<file path="src/rtl/bsl_pkg.sv">
// Shared types and constants for the BMP stream to LCD writer.
// Used by the front parser, the job queue, the back sequencer and the top level.
// No dependencies.
package bsl_pkg;

  // Panel geometry and image limit
  localparam int unsigned PANEL_WIDTH     = 128;
  localparam int unsigned PANEL_HEIGHT    = 160;
  localparam int unsigned MAX_IMAGE_WIDTH = 1280;

  // Job queue depth
  localparam int unsigned JOBQ_DEPTH = 4;
  localparam int unsigned JOBQ_AW    = 2;

  // Header layout
  localparam logic [5:0] HDR_LAST_POS = 6'd33;
  localparam logic [7:0] BPP_24       = 8'd24;

  // Panel register indexes
  localparam logic [15:0] REG_H_WINDOW = 16'h0044;
  localparam logic [15:0] REG_V_WINDOW = 16'h0045;
  localparam logic [15:0] REG_GRAM_ADR = 16'h0021;
  localparam logic [15:0] REG_GRAM_WR  = 16'h0022;

  // Configuration register indexes
  localparam logic CFG_COL_OFFSET = 1'b0;
  localparam logic CFG_ROW_OFFSET = 1'b1;

  typedef enum logic [1:0] {
    KIND_CMD    = 2'd0,
    KIND_DATA   = 2'd1,
    KIND_REJECT = 2'd2,
    KIND_FINISH = 2'd3
  } kind_e;

  typedef enum logic [2:0] {
    PH_IDLE   = 3'd0,
    PH_HEADER = 3'd1,
    PH_SEEK   = 3'd2,
    PH_SKIP   = 3'd3,
    PH_ROWS   = 3'd4
  } phase_e;

  typedef struct packed {
    logic [7:0] col_offset;
    logic [7:0] row_offset;
  } cfg_t;

  // One job: all results caused by one input byte
  typedef struct packed {
    logic        reject;
    logic        hdr;
    logic        pix;
    logic        finish;
    logic [15:0] pix_word;
    logic [15:0] w_hwin;
    logic [15:0] w_vwin;
    logic [15:0] w_adr;
  } job_t;

endpackage

</file>
<file path="src/rtl/bsl_front.sv">
// Front end: parses the BMP byte stream and turns each byte into a job.
// Depends on bsl_pkg.
module bsl_front import bsl_pkg::*; (
  input  logic       clk_i,
  input  logic       rst_ni,
  input  logic       acc_i,
  input  logic [7:0] byte_i,
  input  logic       sof_i,
  input  cfg_t       cfg_i,
  output job_t       job_o,
  output logic       push_o
);

  phase_e      phase_q, phase_d;
  logic [31:0] pos_q, pos_d, off_q, off_d, w_q, w_d, h_q, h_d, skip_q, skip_d;
  logic [4:0]  flags_q, flags_d;
  logic [7:0]  row_q, row_d;
  logic [8:0]  col_q, col_d;
  logic [11:0] bir_q, bir_d;
  logic [1:0]  sub_q, sub_d;
  logic [10:0] part_q, part_d;
  logic [8:0]  shown_q, shown_d;
  logic [7:0]  xs_q, xs_d, xe_q, xe_d, ys_q, ys_d, ye_q, ye_d;
  logic [11:0] pad_q, pad_d;

  // Geometry from the parsed header
  logic        w_big, h_big;
  logic [8:0]  pw9, ph9, shown_g, xe_sum, ye_sum;
  logic [7:0]  xs_g, xe_g, ys_g, ye_g;
  logic [12:0] w3;
  logic [11:0] pad_g;
  logic [31:0] skip_g;

  always_comb begin
    pw9     = 9'(PANEL_WIDTH);
    ph9     = 9'(PANEL_HEIGHT);
    w_big   = w_q > 32'(PANEL_WIDTH);
    h_big   = h_q > 32'(PANEL_HEIGHT);
    shown_g = w_big ? pw9 : w_q[8:0];
    xs_g    = w_big ? 8'd0 : 8'((pw9 - w_q[8:0]) >> 1);
    xe_sum  = {1'b0, xs_g} + shown_g - 9'd1;
    xe_g    = xe_sum[7:0];
    ys_g    = h_big ? 8'd0 : 8'((ph9 - h_q[8:0]) >> 1);
    ye_sum  = {1'b0, ys_g} + h_q[8:0] - 9'd1;
    ye_g    = h_big ? 8'(PANEL_HEIGHT - 1) : ye_sum[7:0];
    w3      = {1'b0, w_q[10:0], 1'b0} + {2'b00, w_q[10:0]} + 13'd3;
    pad_g   = {w3[11:2], 2'b00};
    skip_g  = h_big ? (h_q - 32'(PANEL_HEIGHT)) : 32'd0;
  end

  // Current view: a start mark restarts parsing on this byte
  phase_e      ph_c, dph;
  logic [31:0] pos_c, off_c, w_c, h_c;
  logic [4:0]  flags_c, flags_new;
  logic [5:0]  hp;
  logic        in_hdr, seek_hit, hdr_end, bad;
  logic [11:0] bir_c;
  logic [8:0]  col_c, col_inc;
  logic [1:0]  sub_c;
  logic [7:0]  row_c;
  logic        rows, row_start, in_cols, pix, fin, row_end;
  logic [12:0] bir_inc;

  always_comb begin
    ph_c     = sof_i ? PH_HEADER : phase_q;
    pos_c    = sof_i ? 32'd0 : pos_q;
    off_c    = sof_i ? 32'd0 : off_q;
    w_c      = sof_i ? 32'd0 : w_q;
    h_c      = sof_i ? 32'd0 : h_q;
    flags_c  = sof_i ? 5'd0 : flags_q;
    hp       = pos_c[5:0];
    in_hdr   = pos_c < 32'd34;
    seek_hit = (ph_c == PH_SEEK) && (pos_c >= off_q);
    dph      = seek_hit ? ((skip_q != 32'd0) ? PH_SKIP : PH_ROWS) : ph_c;
    bir_c    = seek_hit ? 12'd0 : bir_q;
    col_c    = seek_hit ? 9'd0 : col_q;
    sub_c    = seek_hit ? 2'd0 : sub_q;
    row_c    = seek_hit ? ye_q : row_q;

    // header field checks
    flags_new = flags_c;
    if (ph_c == PH_HEADER && in_hdr) begin
      case (hp)
        6'd26: if (byte_i != 8'd1) flags_new[0] = 1'b1;
        6'd27: if (byte_i != 8'd0) flags_new[1] = 1'b1;
        6'd28: if (byte_i != BPP_24) flags_new[2] = 1'b1;
        6'd29: if (byte_i != 8'd0) flags_new[3] = 1'b1;
        6'd30, 6'd31, 6'd32, 6'd33: if (byte_i != 8'd0) flags_new[4] = 1'b1;
        default: ;
      endcase
    end
    hdr_end = (ph_c == PH_HEADER) && (pos_c == 32'(HDR_LAST_POS));
    bad     = (flags_new != 5'd0) || (w_c == 32'd0) || (w_c > 32'(MAX_IMAGE_WIDTH))
              || (h_c == 32'd0);

    // pixel stream events
    rows      = dph == PH_ROWS;
    row_start = rows && (bir_c == 12'd0);
    in_cols   = rows && (col_c < shown_q);
    pix       = in_cols && (sub_c == 2'd2);
    col_inc   = col_c + 9'd1;
    fin       = pix && (col_inc == shown_q) && (row_c == ys_q);
    bir_inc   = {1'b0, bir_c} + 13'd1;
    row_end   = bir_inc >= {1'b0, pad_q};
  end

  // Next state
  always_comb begin
    phase_d = phase_q; pos_d = pos_q; off_d = off_q; w_d = w_q; h_d = h_q;
    flags_d = flags_q; skip_d = skip_q; row_d = row_q; col_d = col_q;
    bir_d = bir_q; sub_d = sub_q; part_d = part_q;
    shown_d = shown_q; xs_d = xs_q; xe_d = xe_q; ys_d = ys_q; ye_d = ye_q;
    pad_d = pad_q;
    if (acc_i) begin
      phase_d = dph;
      pos_d   = (pos_c == 32'hFFFF_FFFF) ? pos_c : pos_c + 32'd1;
      off_d   = off_c; w_d = w_c; h_d = h_c; flags_d = flags_new;
      bir_d   = bir_c; col_d = col_c; sub_d = sub_c; row_d = row_c;
      if (ph_c == PH_HEADER && in_hdr) begin
        case (hp)
          6'd10: off_d[7:0]   = byte_i;
          6'd11: off_d[15:8]  = byte_i;
          6'd12: off_d[23:16] = byte_i;
          6'd13: off_d[31:24] = byte_i;
          6'd18: w_d[7:0]     = byte_i;
          6'd19: w_d[15:8]    = byte_i;
          6'd20: w_d[23:16]   = byte_i;
          6'd21: w_d[31:24]   = byte_i;
          6'd22: h_d[7:0]     = byte_i;
          6'd23: h_d[15:8]    = byte_i;
          6'd24: h_d[23:16]   = byte_i;
          6'd25: h_d[31:24]   = byte_i;
          default: ;
        endcase
      end
      if (hdr_end) begin
        if (bad) begin
          phase_d = PH_IDLE;
        end else begin
          phase_d = PH_SEEK;
          skip_d  = skip_g;
          shown_d = shown_g; xs_d = xs_g; xe_d = xe_g;
          ys_d    = ys_g; ye_d = ye_g; pad_d = pad_g;
        end
      end
      // cropped rows are counted off
      if (dph == PH_SKIP) begin
        if (row_end) begin
          bir_d  = 12'd0;
          skip_d = skip_q - 32'd1;
          if (skip_q == 32'd1) phase_d = PH_ROWS;
        end else begin
          bir_d = bir_inc[11:0];
        end
      end
      // shown rows: pack B, G, R into RGB565
      if (rows) begin
        if (in_cols) begin
          case (sub_c)
            2'd0: begin
              part_d = {6'd0, byte_i[7:3]};
              sub_d  = 2'd1;
            end
            2'd1: begin
              part_d = {byte_i[7:2], part_q[4:0]};
              sub_d  = 2'd2;
            end
            default: begin
              col_d = col_inc;
              sub_d = 2'd0;
            end
          endcase
        end
        if (fin) begin
          phase_d = PH_IDLE;
        end else if (row_end) begin
          bir_d = 12'd0;
          col_d = 9'd0;
          sub_d = 2'd0;
          row_d = row_c - 8'd1;
        end else begin
          bir_d = bir_inc[11:0];
        end
      end
    end
  end

  // Job contents
  logic [8:0] xs_sum, xe_sum_c, r_sum;
  always_comb begin
    xs_sum   = {1'b0, cfg_i.col_offset} + {1'b0, xs_q};
    xe_sum_c = {1'b0, cfg_i.col_offset} + {1'b0, xe_q};
    r_sum    = {1'b0, cfg_i.row_offset} + {1'b0, row_c};
    job_o.reject   = hdr_end && bad;
    job_o.hdr      = row_start;
    job_o.pix      = pix;
    job_o.finish   = fin;
    job_o.pix_word = {byte_i[7:3], part_q};
    job_o.w_hwin   = {xe_sum_c[7:0], 8'd0} | {7'd0, xs_sum};
    job_o.w_vwin   = {r_sum[7:0], 8'd0} | {7'd0, r_sum};
    job_o.w_adr    = {r_sum[7:0], 8'd0} | {7'd0, xs_sum};
    push_o = acc_i && (job_o.reject || job_o.hdr || job_o.pix || job_o.finish);
  end

  always_ff @(posedge clk_i or negedge rst_ni) begin
    if (!rst_ni) begin
      phase_q <= PH_IDLE; pos_q <= '0; off_q <= '0; w_q <= '0; h_q <= '0;
      flags_q <= '0; skip_q <= '0; row_q <= '0; col_q <= '0; bir_q <= '0;
      sub_q <= '0; part_q <= '0; shown_q <= '0; xs_q <= '0; xe_q <= '0;
      ys_q <= '0; ye_q <= '0; pad_q <= '0;
    end else begin
      phase_q <= phase_d; pos_q <= pos_d; off_q <= off_d; w_q <= w_d; h_q <= h_d;
      flags_q <= flags_d; skip_q <= skip_d; row_q <= row_d; col_q <= col_d;
      bir_q <= bir_d; sub_q <= sub_d; part_q <= part_d; shown_q <= shown_d;
      xs_q <= xs_d; xe_q <= xe_d; ys_q <= ys_d; ye_q <= ye_d; pad_q <= pad_d;
    end
  end

endmodule

</file>
<file path="src/rtl/bsl_fifo.sv">
// Job queue between the front parser and the back sequencer.
// Depends on bsl_pkg.
module bsl_fifo import bsl_pkg::*; (
  input  logic clk_i,
  input  logic rst_ni,
  input  logic push_i,
  input  job_t job_i,
  input  logic pop_i,
  output job_t job_o,
  output logic valid_o,
  output logic full_o
);

  job_t                 mem_q [JOBQ_DEPTH];
  logic [JOBQ_AW-1:0]   wr_q, rd_q;
  logic [JOBQ_AW:0]     cnt_q, cnt_d;

  assign valid_o = cnt_q != '0;
  assign full_o  = cnt_q == (JOBQ_AW + 1)'(JOBQ_DEPTH);
  assign job_o   = mem_q[rd_q];

  always_comb begin
    cnt_d = cnt_q;
    if (push_i && !pop_i) cnt_d = cnt_q + 1'b1;
    else if (pop_i && !push_i) cnt_d = cnt_q - 1'b1;
  end

  // storage
  always_ff @(posedge clk_i) begin
    if (push_i) mem_q[wr_q] <= job_i;
  end

  always_ff @(posedge clk_i or negedge rst_ni) begin
    if (!rst_ni) begin
      wr_q  <= '0;
      rd_q  <= '0;
      cnt_q <= '0;
    end else begin
      if (push_i) wr_q <= wr_q + 1'b1;
      if (pop_i) rd_q <= rd_q + 1'b1;
      cnt_q <= cnt_d;
    end
  end

endmodule

</file>
<file path="src/rtl/bsl_back.sv">
// Back end: expands each job into panel writes, one per cycle unless stalled, into an output register.
// Depends on bsl_pkg.
module bsl_back import bsl_pkg::*; (
  input  logic        clk_i,
  input  logic        rst_ni,
  input  job_t        job_i,
  input  logic        valid_i,
  output logic        pop_o,
  output logic        out_valid_o,
  input  logic        out_stall_i,
  output kind_e       kind_o,
  output logic [15:0] value_o,
  output logic        last_o
);

  logic        out_valid_q, out_valid_d, last_q;
  kind_e       kind_q, kind_c;
  logic [15:0] value_q, value_c;
  logic        last_c, load;
  logic [3:0]  step_q, step_d, rel;

  // Select the result at the current step of the job
  always_comb begin
    rel     = job_i.hdr ? (step_q - 4'd7) : step_q;
    kind_c  = KIND_FINISH;
    value_c = 16'd0;
    last_c  = 1'b1;
    if (job_i.reject) begin
      kind_c = KIND_REJECT;
    end else if (job_i.hdr && step_q < 4'd7) begin
      last_c = (step_q == 4'd6) && !job_i.pix && !job_i.finish;
      case (step_q)
        4'd0: begin kind_c = KIND_CMD;  value_c = REG_H_WINDOW; end
        4'd1: begin kind_c = KIND_DATA; value_c = job_i.w_hwin; end
        4'd2: begin kind_c = KIND_CMD;  value_c = REG_V_WINDOW; end
        4'd3: begin kind_c = KIND_DATA; value_c = job_i.w_vwin; end
        4'd4: begin kind_c = KIND_CMD;  value_c = REG_GRAM_ADR; end
        4'd5: begin kind_c = KIND_DATA; value_c = job_i.w_adr;  end
        default: begin kind_c = KIND_CMD; value_c = REG_GRAM_WR; end
      endcase
    end else if (job_i.pix && rel == 4'd0) begin
      kind_c  = KIND_DATA;
      value_c = job_i.pix_word;
      last_c  = !job_i.finish;
    end
  end

  // Output register handshake
  always_comb begin
    load        = valid_i && (!out_valid_q || !out_stall_i);
    pop_o       = load && last_c;
    step_d      = step_q;
    out_valid_d = out_valid_q && out_stall_i;
    if (load) begin
      out_valid_d = 1'b1;
      step_d      = last_c ? 4'd0 : step_q + 4'd1;
    end
  end

  always_ff @(posedge clk_i or negedge rst_ni) begin
    if (!rst_ni) begin
      out_valid_q <= 1'b0;
      step_q      <= '0;
      kind_q      <= KIND_CMD;
      value_q     <= '0;
      last_q      <= 1'b0;
    end else begin
      out_valid_q <= out_valid_d;
      step_q      <= step_d;
      if (load) begin
        kind_q  <= kind_c;
        value_q <= value_c;
        last_q  <= last_c;
      end
    end
  end

  assign out_valid_o = out_valid_q;
  assign kind_o      = kind_q;
  assign value_o     = value_q;
  assign last_o      = last_q;

endmodule

</file>
<file path="src/rtl/bmp_stream_to_lcd_writer_unit.sv">
// Top level of the BMP stream to LCD writer: front parser, job queue, back sequencer.
// Depends on bsl_pkg, bsl_front, bsl_fifo and bsl_back.
//
// Takes a 24-bit uncompressed BMP file one byte per transfer and produces panel
// command and data writes (RGB565) for a 128x160 panel, bottom row first. A byte is
// accepted every cycle while the four-entry job queue has room; a row's first byte
// makes seven writes and each pixel's third byte one (the top row's last pixel adds the
// finish result), drained one per cycle by the output register unless stalled. Rows of
// three or more pixels carry at least as many bytes as writes, so the input keeps one
// byte per cycle apart from short stalls behind row-start bursts; for images one or two
// pixels wide the input slows to the output rate. No clearing pass is needed after reset.
module bmp_stream_to_lcd_writer_unit import bsl_pkg::*; (
  input  logic        clk_i,
  input  logic        rst_ni,
  input  logic        in_valid_i,
  output logic        in_stall_o,
  input  logic [7:0]  file_byte_i,
  input  logic        start_of_file_i,
  output logic        out_valid_o,
  input  logic        out_stall_i,
  output logic [1:0]  write_kind_o,
  output logic [15:0] bus_value_o,
  output logic        last_of_run_o,
  input  logic        cfg_valid_i,
  output logic        cfg_ready_o,
  input  logic        cfg_index_i,
  input  logic [7:0]  cfg_data_i
);

  cfg_t  cfg_q;
  job_t  job_in, job_out;
  logic  push, pop, q_valid, q_full, acc;
  kind_e kind;

  // Configuration registers
  assign cfg_ready_o = 1'b1;
  always_ff @(posedge clk_i or negedge rst_ni) begin
    if (!rst_ni) begin
      cfg_q <= '0;
    end else if (cfg_valid_i && cfg_ready_o) begin
      case (cfg_index_i)
        CFG_COL_OFFSET: cfg_q.col_offset <= cfg_data_i;
        default:        cfg_q.row_offset <= cfg_data_i;
      endcase
    end
  end

  assign in_stall_o = q_full;
  assign acc        = in_valid_i && !in_stall_o;

  bsl_front u_front (
    .clk_i  (clk_i),
    .rst_ni (rst_ni),
    .acc_i  (acc),
    .byte_i (file_byte_i),
    .sof_i  (start_of_file_i),
    .cfg_i  (cfg_q),
    .job_o  (job_in),
    .push_o (push)
  );

  bsl_fifo u_fifo (
    .clk_i   (clk_i),
    .rst_ni  (rst_ni),
    .push_i  (push),
    .job_i   (job_in),
    .pop_i   (pop),
    .job_o   (job_out),
    .valid_o (q_valid),
    .full_o  (q_full)
  );

  bsl_back u_back (
    .clk_i       (clk_i),
    .rst_ni      (rst_ni),
    .job_i       (job_out),
    .valid_i     (q_valid),
    .pop_o       (pop),
    .out_valid_o (out_valid_o),
    .out_stall_i (out_stall_i),
    .kind_o      (kind),
    .value_o     (bus_value_o),
    .last_o      (last_of_run_o)
  );

  assign write_kind_o = kind;

  // Checks
  a_no_push_full: assert property (@(posedge clk_i) disable iff (!rst_ni)
    !(push && q_full)) else $error("job pushed into a full queue");
  a_no_pop_empty: assert property (@(posedge clk_i) disable iff (!rst_ni)
    !(pop && !q_valid)) else $error("job popped from an empty queue");
  a_reject_alone: assert property (@(posedge clk_i) disable iff (!rst_ni)
    (push && job_in.reject) |-> (!job_in.hdr && !job_in.pix && !job_in.finish))
    else $error("reject job carries panel writes");
  a_finish_after_pixel: assert property (@(posedge clk_i) disable iff (!rst_ni)
    (push && job_in.finish) |-> job_in.pix) else $error("finish without last pixel");

endmodule

</file>
<file path="config.mk">
export PLATFORM = sky130hd
export DESIGN_NAME = bmp_stream_to_lcd_writer_unit
export DESIGN_NICKNAME = d
export VERILOG_FILES = /design/src/rtl/bsl_pkg.sv /design/src/rtl/bsl_front.sv /design/src/rtl/bsl_fifo.sv /design/src/rtl/bsl_back.sv /design/src/rtl/bmp_stream_to_lcd_writer_unit.sv
export SDC_FILE = /design/constraint.sdc
export NUM_CORES = 1
export LEC_CHECK = 0
export ABC_AREA = 1
export BUFFER_PORTS_ARGS = -buffer_cell sky130_fd_sc_hd__buf_2
export CAP_MARGIN = 5
export CORE_UTILIZATION = 40
export DETAILED_ROUTE_END_ITERATION = 10
export HOLD_SLACK_MARGIN = 0.03
export SKIP_CTS_REPAIR_TIMING = 1
export SLEW_MARGIN = 20
export SYNTH_ARGS = -nofsm -noshare
export SYNTH_HDL_FRONTEND = slang
export SYNTH_HIERARCHICAL = 1
export SYNTH_SLANG_ARGS = --single-unit
</file>
<file path="constraint.sdc">
create_clock -name clk_i -period 14 [get_ports clk_i]
set_input_delay 1.4 -clock clk_i [delete_from_list [all_inputs] [get_ports clk_i]]
set_output_delay 1.4 -clock clk_i [all_outputs]
set_load 0.01 [all_outputs]
</file>
==> results.md <==
- Status: completed
- Seq/Total Area, Yosys: 47.6%
- Worst setup SP type: input port
- Starting Density: 40.5%
- Drt pass-1 iters: 6
- P per Cell Area: 164 nW/um^2
- Share of cells above drive strength 1: roughly 6.3%
- Worst slew pin tran: between 1 and 1.5 ns
- Synth async-reset ratio: between 50% and 60%
- Setup Skew: 0.0396 ns
- Buffer depth of the longest clock path: 3
- Nets: roughly 4k
- Metal2 WL: 38800 um
- Met3 routed wirelength: 3760 um
- Cell Int Power: 3.70 mW
- GPL Wtd Cong: 0.887
- CTS tree: done
- Die W: 291 um
- Worst Path Arrival: 8.80 ns
- Pwr Total: 5.97 mW
- Dominant cell type by area after synthesis: edfxtp_1
- Worst setup EP type: register
- Largest family of logic cells by synthesized area: simple AND/OR/NAND/NOR gates
- RSZ-0062 raised after global routing: false
- Area of the core: 82200 um^2
- Critical Path RT: about 15 ns
- Post-Synth XOR/XNOR Area: 3.39%
- Worst path max stage delay: about 1 ns
- Synth top area cells: edfxtp_1 (25%), dfrtp_1 (23%), nand2_1 (10%)
- Largest net degree at the start of global routing: 227
- Clk_lat worst skew: 0.62 ns
- Hold WC Path Type: reg -> reg
- Row cnt: 105
- Die height: between 200 and 300 um
- Final setup vio count: 0
- Post-synth top area share: 24.5%
- Mapped cell area: 33300 um^2
- Max Used Layer: met4
- Final hold viol count: 0
- Slowest cell on the critical path: inv_1
- Part of the power in registers: 35.8%
- Footprint of the multi-input gates: 14300 um^2
- Die ar.: 84500 um^2
- Vias in the first global route: about 25k
- Synth Register Bits: 580
- Predominant post-synthesis flop cell: dfrtp_1
- Total routed wirelength: ~85000 um
- Final slew viol count: 0
- Residual DRC: 0
- Combinational fraction of design power: 33.4%
- Post-Syn Nets: 4149
- Antenna diode count: 0
- Fin crit share: 59.2%
- VDD IR-drop max: 141 uV
- Post-synth EDFFs: 272
- Antenna violations before repair: 0
- Synth Warn #: 6
- CP Max Fanout: 104
- Drt wl/cell: 16.9 um
- PortBufs: 43
- Most common cell after layout, fill and taps aside: nand2_1
- Post-Syn Area per Cell: between 8 and 9 um^2
- Most used cell, CP: nand2_1
- Part of the power in the clock network: 30.8%
- Met1 WL: roughly 40000 um
- First-pass GRT wire length: 136000 um
- Commonest cells after routing, fill and taps aside: nand2_1 (912), inv_1 (538), o21ai_0 (348), nor2_1 (309), dfrtp_1 (306)
- Setup TNS: 0 ns
- Clock transition at path regs: ~0.060 ns
- Max Cap Viol: 0
- Post-synth cell types: 62
- FILL cells: 8082
- Compound-Gate Fraction of Synth Area: 13.0%
- Max Freq: ~120 MHz
- DR iter-0 viols: 1938
- Kind of critical path: in -> reg
- CTS Buf Count: 70
- Total GRT Usage: 20.1%
- Final Critical Period: just over 8 ns
- Htree depth: 3
- Register area: 15900 um^2
- Dpl hpwl: 55400 um
- CTS root buffer: clkbuf_16
- Total clock sinks: 580
- Leakage: 16.8 nW
- Slew headroom: approximately 28%
- Vias/cell: approximately 5.2
- Num ports: 45
- Switching part of the total: between 30% and 40%
- Syn Inst Count: around 4k
- Mux contribution to synthesized area: 0.135%
- Adder-cell share of the synthesized area: 5.95%
- Switching pwr: 2.27 mW
- DRT antenna net count: 0
- GRT overflow: 0
- Syn-to-layout area delta: 9.30%
- Via count: approximately 26k
- Simple-Gate Fraction of Synth Area: 20.4%
==> cells in the mapped netlist (6+ instances only) <==
master	instances
nand2_1	912
inv_1	543
o21ai_0	348
nor2_1	310
dfrtp_1	308
edfxtp_1	272
nand3_1	218
o211ai_1	214
ha_1	149
xor2_1	109
a21oi_1	108
clkbuf_1	87
buf_2	59
nand4_1	52
buf_4	44
nor3_1	35
nor4_1	23
xnor2_1	20
nand2_2	17
o22ai_1	17
o21ai_1	14
buf_6	9
nor2_2	9
or2_2	7
buf_1	6
fa_1	6
==> kinds of logic after synthesis <==
group                    Yosys count
AO/OA/AOI/OAI                    733
other                              1
flip-flops                       580
AND/OR/NAND/NOR                 1612
buffers and inverters            757
multiplexers                       4
XOR/XNOR                         129
adder cells (fa/ha/maj)          155
==> final timing paths <==
path / startpoint / end / slack [ns] / cells after the start
min in group asynchronous: rst_ni / u_back/value_o[15]$_DFFE_PN0P_ / 0.75 / 1
setup reg to reg: u_front/pos_q[15]$_DFFE_PN0P_ / u_front/phase_q[2]$_DFFE_PN0P_ / 7.27 / 33
hold / removal: u_back/value_o[14]$_DFFE_PN0P_ / u_back/value_o[14]$_DFFE_PN0P_ / 0.47 / 2
setup / recovery: start_of_file_i / u_front/phase_q[2]$_DFFE_PN0P_ / 5.71 / 35
max in group asynchronous: rst_ni / u_front/w_q[14]$_DFFE_PN0P_ / 10.28 / 4
hold reg to reg: u_back/value_o[14]$_DFFE_PN0P_ / u_back/value_o[14]$_DFFE_PN0P_ / 0.47 / 2
==> routing by layer <==
layer	vias up	track usage, %
met3	141	2.70
met1	12391	28.2
met2	545	32.1
li1	13007	-
met4	0	6.67
met5	-	0
==> layout make-up <==
type,count,area share [%]
clock buffer,99,5.49
clock inverter,27,0.976
inverter,551,5.70
multi-input combinational,2634,39.3
sequential,580,43.6
tap,1070,3.68
timing repair buffer,71,1.30
==> metrics by stage <==
step	instance area (um^2)	instances	utilization, %	hold slack [ns]	setup WS, ns
5_1_grt	36400	5032	44.3	0.490	4.97
4_1_cts	36400	5032	44.3	0.476	5.84
6_report	36400	5032	44.3	0.469	5.71
3_3_place_gp	34100	4906	41.4	0.453	5.30
2_1_floorplan	33300	3971	-	0.442	6.92
3_5_place_dp	34100	4906	41.4	0.460	5.22
==> registers in the layout, summed over array words and instances, names as in the netlist, 16 cells and up <==
name,flops
u_back/value_o,16
u_fifo/mem_q,272
u_front/pos_q,32
cfg_q,16
u_front/skip_q,32
u_front/h_q,32
u_front/off_q,32
u_front/w_q,32
==> power groups by stage <==
stage / clock (mW) / sequential, mW / combinational, mW
after floorplan: 0 / 2.11 / 1.60
after global placement: 0 / 2.17 / 1.97
after CTS: 1.89 / 2.13 / 2.00
after detailed placement: 0 / 2.17 / 2.00
after global routing: 1.96 / 2.16 / 2.27
final: 1.84 / 2.14 / 1.99
==> critical path, delay by kind of cell <==
family,cells,cell delay (ns)
AND/OR/NAND/NOR,18,3.11
buffers and inverters,9,2.78
AO/OA/AOI/OAI,5,0.70
adder cells (fa/ha/maj),2,0.51
XOR/XNOR,1,0.17
Power figures use the tool's default switching activity.
